`src/design/id_ordered_chunk_reorder_buffer_macros.svh`:
```
// Assertion macros for the id ordered chunk reorder buffer.
// Included by the top level; no other dependencies.
`ifndef ID_ORDERED_CHUNK_REORDER_BUFFER_MACROS_SVH
`define ID_ORDERED_CHUNK_REORDER_BUFFER_MACROS_SVH

`ifndef SYNTH
`define OCRB_ASSERT(lbl, clk, rst, prop) \
  lbl: assert property (@(posedge clk) disable iff (rst) prop) \
    else $error("reorder buffer assertion failed");
`define OCRB_ASSERT_NEXT(lbl, clk, rst, ante, cons) \
  lbl: assert property (@(posedge clk) disable iff (rst) (ante) |=> (cons)) \
    else $error("reorder buffer sequencing assertion failed");
`else
`define OCRB_ASSERT(lbl, clk, rst, prop)
`define OCRB_ASSERT_NEXT(lbl, clk, rst, ante, cons)
`endif

`endif

```
`src/design/ocrb_pkg.sv`:
```
// Shared types and constants of the id ordered chunk reorder buffer.
// No dependencies; imported by the controller, datapath and top level.
package ocrb_pkg;

  localparam int BUFFER_DEPTH = 16;
  localparam int COUNT_W      = $clog2(BUFFER_DEPTH + 1);
  localparam int ID_W         = 32;
  localparam int TS_W         = 40;
  localparam int HANDLE_W     = 16;
  localparam int SIZE_W       = 16;
  localparam int INTERVAL_W   = 20;
  localparam int TOTAL_W      = 48;
  localparam int REMAIN_W     = TOTAL_W + 2;
  localparam int BUDGET_LIMIT = 1000000;
  localparam int CHUNK_TIME   = 33400;

  typedef enum logic {
    OP_PUSH = 1'b0,
    OP_POP  = 1'b1
  } op_t;

  typedef enum logic {
    ST_IDLE,
    ST_EXEC
  } state_t;

  typedef struct packed {
    logic [ID_W-1:0]     id;
    logic [TS_W-1:0]     ts;
    logic [HANDLE_W-1:0] handle;
    logic [SIZE_W-1:0]   size;
  } entry_t;

  typedef struct packed {
    logic load;
    logic exec;
  } dp_cmd_t;

  typedef struct packed {
    logic out_busy;
  } dp_status_t;

endpackage

```
`src/design/ocrb_ctrl.sv`:
```
// Controller of the reorder buffer: takes one beat, then runs the update.
// Depends on ocrb_pkg.
module ocrb_ctrl import ocrb_pkg::*; (
  input  logic       clk,
  input  logic       rst,
  input  logic       in_valid,
  output logic       in_stall,
  input  dp_status_t status,
  output dp_cmd_t    cmd
);

  state_t state, state_next;

  always_ff @(posedge clk) begin
    if (rst) begin
      state <= ST_IDLE;
    end else begin
      state <= state_next;
    end
  end

  always_comb begin
    state_next = state;
    unique case (state)
      ST_IDLE: begin
        if (in_valid) state_next = ST_EXEC;
      end
      ST_EXEC: begin
        if (!status.out_busy) state_next = ST_IDLE;
      end
      default: state_next = ST_IDLE;
    endcase
  end

  always_comb begin
    in_stall = 1'b1;
    cmd      = '0;
    unique case (state)
      ST_IDLE: begin
        in_stall = 1'b0;
        cmd.load = in_valid;
      end
      ST_EXEC: begin
        cmd.exec = !status.out_busy;
      end
      default: begin
        in_stall = 1'b1;
      end
    endcase
  end

endmodule

```
`src/design/ocrb_dp.sv`:
```
// Datapath of the reorder buffer: sorted entry cells, time total, output register.
// Depends on ocrb_pkg.
module ocrb_dp import ocrb_pkg::*; (
  input  logic                  clk,
  input  logic                  rst,
  input  dp_cmd_t               cmd,
  output dp_status_t            status,
  input  logic                  cfg_wr_en,
  input  logic [INTERVAL_W-1:0] cfg_wr_data,
  input  logic                  operation,
  input  logic [ID_W-1:0]       chunk_id,
  input  logic [TS_W-1:0]       chunk_timestamp,
  input  logic [HANDLE_W-1:0]   payload_handle,
  input  logic [SIZE_W-1:0]     payload_size,
  output logic                  out_valid,
  input  logic                  out_stall,
  output logic                  under_budget,
  output logic                  push_refused,
  output logic                  pop_valid,
  output logic [ID_W-1:0]       out_id,
  output logic [TS_W-1:0]       out_timestamp,
  output logic [HANDLE_W-1:0]   out_handle,
  output logic [SIZE_W-1:0]     out_size,
  output logic [COUNT_W-1:0]    entry_count
);

  op_t                   op;
  entry_t                new_ent;
  entry_t                ent     [BUFFER_DEPTH];
  entry_t                up_src  [BUFFER_DEPTH];
  entry_t                down_src[BUFFER_DEPTH];
  logic [BUFFER_DEPTH-1:0] gt;
  logic [BUFFER_DEPTH-1:0] prev_gt;
  logic [COUNT_W-1:0]    count, count_next;
  logic [TOTAL_W-1:0]    total, total_next;
  logic [INTERVAL_W-1:0] interval;
  logic                  full, do_push, do_pop, under;
  logic signed [REMAIN_W-1:0] remain;

  always_ff @(posedge clk) begin
    if (cmd.load) begin
      op      <= op_t'(operation);
      new_ent <= '{id: chunk_id, ts: chunk_timestamp, handle: payload_handle,
                   size: payload_size};
    end
  end

  always_ff @(posedge clk) begin
    if (rst) begin
      interval <= '0;
    end else if (cfg_wr_en) begin
      interval <= cfg_wr_data;
    end
  end

  assign full    = (count == COUNT_W'(BUFFER_DEPTH));
  assign do_push = cmd.exec && (op == OP_PUSH) && !full;
  assign do_pop  = cmd.exec && (op == OP_POP) && (count != '0);
  assign prev_gt = {gt[BUFFER_DEPTH-2:0], 1'b0};

  genvar k;
  generate
    for (k = 0; k < BUFFER_DEPTH; k++) begin : g_cell
      assign gt[k] = (COUNT_W'(k) < count) && (ent[k].id > new_ent.id);
      if (k == 0) begin : g_head
        assign up_src[k] = new_ent;
      end else begin : g_body
        assign up_src[k] = ent[k-1];
      end
      if (k == BUFFER_DEPTH - 1) begin : g_tail
        assign down_src[k] = ent[k];
      end else begin : g_mid
        assign down_src[k] = ent[k+1];
      end
      always_ff @(posedge clk) begin
        if (do_push && (prev_gt[k] || gt[k] || COUNT_W'(k) == count)) begin
          ent[k] <= prev_gt[k] ? up_src[k] : new_ent;
        end else if (do_pop) begin
          ent[k] <= down_src[k];
        end
      end
    end
  endgenerate

  assign remain = $signed(REMAIN_W'(BUDGET_LIMIT - CHUNK_TIME))
                - $signed({{(REMAIN_W-TOTAL_W){total[TOTAL_W-1]}}, total});
  assign under  = remain > $signed({{(REMAIN_W-INTERVAL_W){1'b0}}, interval});

  always_comb begin
    count_next = count;
    total_next = total;
    if (do_push) begin
      count_next = count + COUNT_W'(1);
      total_next = total + TOTAL_W'(CHUNK_TIME);
    end else if (do_pop) begin
      count_next = count - COUNT_W'(1);
      if (count >= COUNT_W'(2)) begin
        total_next = total + {{(TOTAL_W-TS_W){1'b0}}, ent[0].ts}
                   - {{(TOTAL_W-TS_W){1'b0}}, ent[1].ts};
      end else begin
        total_next = '0;
      end
    end
  end

  always_ff @(posedge clk) begin
    if (rst) begin
      count <= '0;
      total <= '0;
    end else begin
      count <= count_next;
      total <= total_next;
    end
  end

  always_ff @(posedge clk) begin
    if (rst) begin
      out_valid <= 1'b0;
    end else if (cmd.exec) begin
      out_valid <= 1'b1;
    end else if (!out_stall) begin
      out_valid <= 1'b0;
    end
  end

  always_ff @(posedge clk) begin
    if (cmd.exec) begin
      under_budget  <= do_push && under;
      push_refused  <= (op == OP_PUSH) && full;
      pop_valid     <= do_pop;
      out_id        <= do_pop ? ent[0].id : '0;
      out_timestamp <= do_pop ? ent[0].ts : '0;
      out_handle    <= do_pop ? ent[0].handle : '0;
      out_size      <= do_pop ? ent[0].size : '0;
      entry_count   <= count_next;
    end
  end

  assign status.out_busy = out_valid && out_stall;

endmodule

```
`src/design/id_ordered_chunk_reorder_buffer.sv`:
```
// Top level of the id ordered chunk reorder buffer: controller plus datapath.
// Depends on ocrb_pkg, ocrb_ctrl, ocrb_dp and the assertion macro header.
//
//   channel  handshake              payload
//   in       in_valid / in_stall    operation, chunk_id, chunk_timestamp,
//                                   payload_handle, payload_size
//   out      out_valid / out_stall  under_budget, push_refused, pop_valid, out_id,
//                                   out_timestamp, out_handle, out_size, entry_count
//   cfg      cfg_wr_en              cfg_wr_data (time_interval)
//
// Each beat is captured in ST_IDLE, then applied in ST_EXEC as one update of all sixteen entry cells.
// The next beat is taken while the previous result waits in the output register.
// A result stalled at the output holds the update of the following beat.
// Synchronous reset empties the buffer and clears the total and the interval.
`include "id_ordered_chunk_reorder_buffer_macros.svh"
module id_ordered_chunk_reorder_buffer import ocrb_pkg::*; (
  input  logic                  clk,
  input  logic                  rst,
  input  logic                  cfg_wr_en,
  input  logic [INTERVAL_W-1:0] cfg_wr_data,
  input  logic                  in_valid,
  output logic                  in_stall,
  input  logic                  operation,
  input  logic [ID_W-1:0]       chunk_id,
  input  logic [TS_W-1:0]       chunk_timestamp,
  input  logic [HANDLE_W-1:0]   payload_handle,
  input  logic [SIZE_W-1:0]     payload_size,
  output logic                  out_valid,
  input  logic                  out_stall,
  output logic                  under_budget,
  output logic                  push_refused,
  output logic                  pop_valid,
  output logic [ID_W-1:0]       out_id,
  output logic [TS_W-1:0]       out_timestamp,
  output logic [HANDLE_W-1:0]   out_handle,
  output logic [SIZE_W-1:0]     out_size,
  output logic [COUNT_W-1:0]    entry_count
);

  dp_cmd_t    cmd;
  dp_status_t status;

  ocrb_ctrl u_ctrl (
    .clk      (clk),
    .rst      (rst),
    .in_valid (in_valid),
    .in_stall (in_stall),
    .status   (status),
    .cmd      (cmd)
  );

  ocrb_dp u_dp (
    .clk             (clk),
    .rst             (rst),
    .cmd             (cmd),
    .status          (status),
    .cfg_wr_en       (cfg_wr_en),
    .cfg_wr_data     (cfg_wr_data),
    .operation       (operation),
    .chunk_id        (chunk_id),
    .chunk_timestamp (chunk_timestamp),
    .payload_handle  (payload_handle),
    .payload_size    (payload_size),
    .out_valid       (out_valid),
    .out_stall       (out_stall),
    .under_budget    (under_budget),
    .push_refused    (push_refused),
    .pop_valid       (pop_valid),
    .out_id          (out_id),
    .out_timestamp   (out_timestamp),
    .out_handle      (out_handle),
    .out_size        (out_size),
    .entry_count     (entry_count)
  );

  `OCRB_ASSERT(a_pop_flags, clk, rst, out_valid && pop_valid |-> !under_budget && !push_refused)
  `OCRB_ASSERT(a_refused_full, clk, rst, out_valid && push_refused |-> entry_count == COUNT_W'(BUFFER_DEPTH))
  `OCRB_ASSERT(a_count_range, clk, rst, out_valid |-> entry_count <= COUNT_W'(BUFFER_DEPTH))
  `OCRB_ASSERT_NEXT(a_busy_after_beat, clk, rst, in_valid && !in_stall, in_stall && cmd.exec == !status.out_busy)

endmodule
```
`config.mk`:
```
export PLATFORM = sky130hd
export DESIGN_NAME = id_ordered_chunk_reorder_buffer
export DESIGN_NICKNAME = d
export VERILOG_FILES = /design/src/design/ocrb_pkg.sv /design/src/design/ocrb_ctrl.sv /design/src/design/ocrb_dp.sv /design/src/design/id_ordered_chunk_reorder_buffer.sv
export VERILOG_INCLUDE_DIRS = /design/src /design/src/design
export SDC_FILE = /design/constraint.sdc
export NUM_CORES = 2
export LEC_CHECK = 0
export BUFFER_PORTS_ARGS = -buffer_cell sky130_fd_sc_hd__buf_4
export CAP_MARGIN = 15
export CORE_ASPECT_RATIO = 0.7
export CORE_MARGIN = 2
export CORE_UTILIZATION = 35
export CTS_CLUSTER_SIZE = 28
export DETAILED_ROUTE_END_ITERATION = 6
export SYNTH_ARGS = -nofsm -noshare
export SYNTH_HDL_FRONTEND = slang
export SYNTH_SLANG_ARGS = --single-unit
```
`constraint.sdc`:
```
create_clock -name clk -period 50.6 [get_ports clk]
set_clock_uncertainty 0.15 [all_clocks]
set_input_delay 2.53 -clock clk [delete_from_list [all_inputs] [get_ports clk]]
set_output_delay 2.53 -clock clk [all_outputs]
set_load 0.03 [all_outputs]
```
==> results.cfg <==
[sta]
slew_headroom = 0.0764
hold_violations = 0
max_freq_mhz = 119
finalCritPeriodShare = 0.166
drv_slew = 0
timing.setup.tns_ns = 0
final.min_clock_period_ns = 8.39
rsz0062_at_grt = no
tightestPinTransition_ns = 1.38
setup_violations = 0

[final_layout]
multi_input_area_um2 = 48600
drive_above_1_share = 0.0789
area_growth_pct = 11.1
nFillCells = 29900
register_area_um2 = 58000
layout.cells.non_filler = 14300
fin_nets = 10700

[yosys]
synth_top_flop_cell = edfxtp_1
synth_top_cell_by_area = edfxtp_1
synth_edf_count = 1881
yosysSeqAreaShare = 0.527
synthArstFlopShare = 0
synth_warnings = 0
synth.top_cells.by_area = edfxtp_1, mux2i_1, o21ai_0, ha_1, nand2_1
synth_area_per_cell_um2 = 11.0
synthDistinctLibCells = 86
ys_seq_elements = 1956
syn_area_um2 = 110000
synth_nets = 10800
synth_top_area_frac = 0.513
syn_inst = 10100

[critical_path]
arrival_ns = 8.77
ff2ff_path_depth = 10
crit_type = input port to flop
crit_fanout = 156
start_kind = input port
required_ns = 50.97
r2r_slack_ns = 42.55
r2r_start = u_dp.count[0]$_SDFF_PP0_
endpoint_kind = flop
r2r-end = u_dp.ent[1][301]$_DFFE_PP_

[grt]
antenna_found_initial = 12
grt_pass1_vias = 78300
grt-ovfl-total = 0
grt_max_degree = 328
grt_usage = 0.209
grt_first_pass_wirelength_um = 510000

[clock_network]
cts.clk_slew.worst_paths_ns = 0.07
cts_tree = done
root_buffer = clkbuf_16
hold_buffers = 0
cts_resized = 0
clockBufferDepth = 4
clock-sinks = 1956
postCtsSetupBuffers = 0
insertion_delay_ns = 0.93
htree_num_levels = 4
cts_buffers = 209

[floorplanning]
start_util = 0.351
rows = 172
fp.dieW_um = 674
fp.dieH_um = 473
ios = 244
die_area_um2 = 319000
core_um2 = 313000

[power_and_ir_drop]
leakage_nw = 51.4
p_sw_frac = 0.304
power.share.sequential = 0.459
internal_power_mw = 3.14
powerDensity_nw_per_um2 = 36.9
ir_drop_v = 0.0000297
clkPwrFrac = 0.341
combPwrFrac = 0.200
netSwitchingPower_mw = 1.37

[placement]
io_buffers = 243
gp_congestion = 0.916
place.detailed.hpwl_um = 223000
dpl.cell_count = 13900

[flow_run]
drv_cap = 0

[route]
wl_per_cell_um = 24.2
drc = 0
routed-via-count = 80500
detail-route-antenna-nets = 0
drt_first_pass_iters = 6
routed_via_density = 5.64
wl_um = 345000
drt_iter0_markers = 9309

[outcome]
status = complete, no violations

[worst_hold_path]
hp-start = u_dp.ent[1][749]$_DFFE_PP_
hold_path_end = u_dp.ent[1][645]$_DFFE_PP_
holdCritPathClass = flop to flop
hold_path_depth = 2
## logic make-up (layout without fill, tap and decap cells)
family	Yosys count	in the layout	share of synthesized area
simple gates	2575	2575	0.0988
compound gates	2286	2286	0.115
flops	1956	1956	0.527
mux	1553	1553	0.142
buf+inv	965	1005	0.0358
fa+ha+maj	641	641	0.0756
xor+xnor	78	78	0.00620
other cells	0	4	0
## cells in the final DEF, fill, tap and decap left out, types with 23 or more instances in the layout
master,n
dfxtp_1,75
nand3_1,65
buf_4,362
ha_1,601
nand4_1,147
nor2b_1,57
a21o_1,219
nor3_1,43
nand2b_1,33
edfxtp_1,1881
mux2_2,73
clkbuf_1,49
mux2i_1,1480
xnor2_1,53
inv_1,252
a21oi_1,214
clkinv_2,28
and2_1,69
a31oi_1,27
a221oi_1,23
nor2_1,197
nand2_1,1861
xor2_1,25
o21ai_1,138
fa_1,40
o21ai_0,1494
clkbuf_16,210
nor4_1,29
clkinv_1,47
## flip-flops by register name (all words and copies together), names as in the netlist
| name | count |
|---|---|
| u_dp.out_size | 16 |
| u_dp.entry_count | 5 |
| u_dp.out_valid | 1 |
| u_dp.count | 5 |
| u_dp.new_ent | 104 |
| u_dp.push_refused | 1 |
| u_dp.op | 1 |
| u_ctrl.state | 1 |
| u_dp.under_budget | 1 |
| u_dp.interval | 20 |
| u_dp.total | 48 |
| u_dp.out_handle | 16 |
| u_dp.pop_valid | 1 |
| u_dp.out_timestamp | 40 |
| u_dp.out_id | 32 |
| u_dp.ent | 1664 |
## metal layers
metal,part of all wire,up-vias,routed length [um],global-route usage
met5,0.00016,-,55,0
met4,0.024,8,8170,0.0506
met3,0.091,450,31600,0.0443
met2,0.43,3293,148000,0.313
met1,0.46,40200,158000,0.307
li1,-,36600,-,-
## worst max path at each step
| stage | slack [ns] | startpoint | endpoint |
|---|---|---|---|
| 2_1_floorplan | 30.26 | out_stall | u_dp.ent[0][104]$_DFFE_PP_ |
| 3_3_place_gp | 41.59 | out_stall | u_dp.ent[0][819]$_DFFE_PP_ |
| 3_5_place_dp | 41.45 | out_stall | u_dp.ent[1][301]$_DFFE_PP_ |
| 4_1_cts | 42.35 | out_stall | u_dp.ent[1][301]$_DFFE_PP_ |
| 5_1_grt | 41.78 | out_stall | u_dp.ent[1][301]$_DFFE_PP_ |
| 6_report | 42.21 | out_stall | u_dp.ent[1][301]$_DFFE_PP_ |
## power groups by stage
stage	clock network [mW]	logic, mW	registers, mW
floorplan	0	0.617	2.08
global placement	0	0.861	2.10
detailed placement	0	0.890	2.10
CTS	1.57	0.893	2.07
global route	1.62	0.987	2.08
finish	1.54	0.903	2.07
## worst max-delay path: stages
cell and delay (ns):
buf_4 0.13, a21boi_4 0.39, nand3_4 0.81, inv_8 0.96, buf_4 0.77, buf_4 0.91, buf_4 0.84, buf_4 0.91
o21ai_0 0.23
## metrics by stage
step                      instance area [um^2]   util  hold slack [ns]  total power, mW  setup slack (ns)
after floorplan                         110000      -            0.301             2.70             30.26
after global placement                  116000  0.369            0.319             2.96             41.59
after detailed placement                116000  0.369            0.335             2.99             41.45
after CTS                               122000  0.390            0.335             4.53             42.35
after global routing                    122000  0.390            0.370             4.69             41.78
final                                   122000  0.390            0.324             4.52             42.21
## final cells by class
class | instances | area share
well taps | 4176 | 0.0427
clock buffers | 259 | 0.0445
flip-flops and latches | 1956 | 0.474
multi-input cells | 7133 | 0.397
repair buffers | 378 | 0.0245
diodes | 4 | 0.0000818
clock inverters | 114 | 0.00898
inverters | 254 | 0.00786
## synth_stat cells, types with 14 or more instances
library cell and number:
a211oi_1 16, a21oi_1 216, dfxtp_1 75, a21o_1 219, nand4_1 147, and3_1 19
edfxtp_1 1881, a221oi_1 23, nor3_1 43, fa_1 40, nand3_1 66, nand2b_1 34
xor2_1 25, xnor2_1 53, mux2_2 73, mux2i_1 1480, o21ai_1 140, buf_4 17
o21a_1 19, buf_1 38, nand2_1 1865, ha_1 601, nor2_1 199, and2_1 69
nor4_1 29, inv_1 252, a31oi_1 30, o21ai_0 1503, o211ai_1 16, clkbuf_1 480
nor2b_1 58, buf_2 169, or3_1 14
Note: power is estimated with default switching activity, not from simulation.
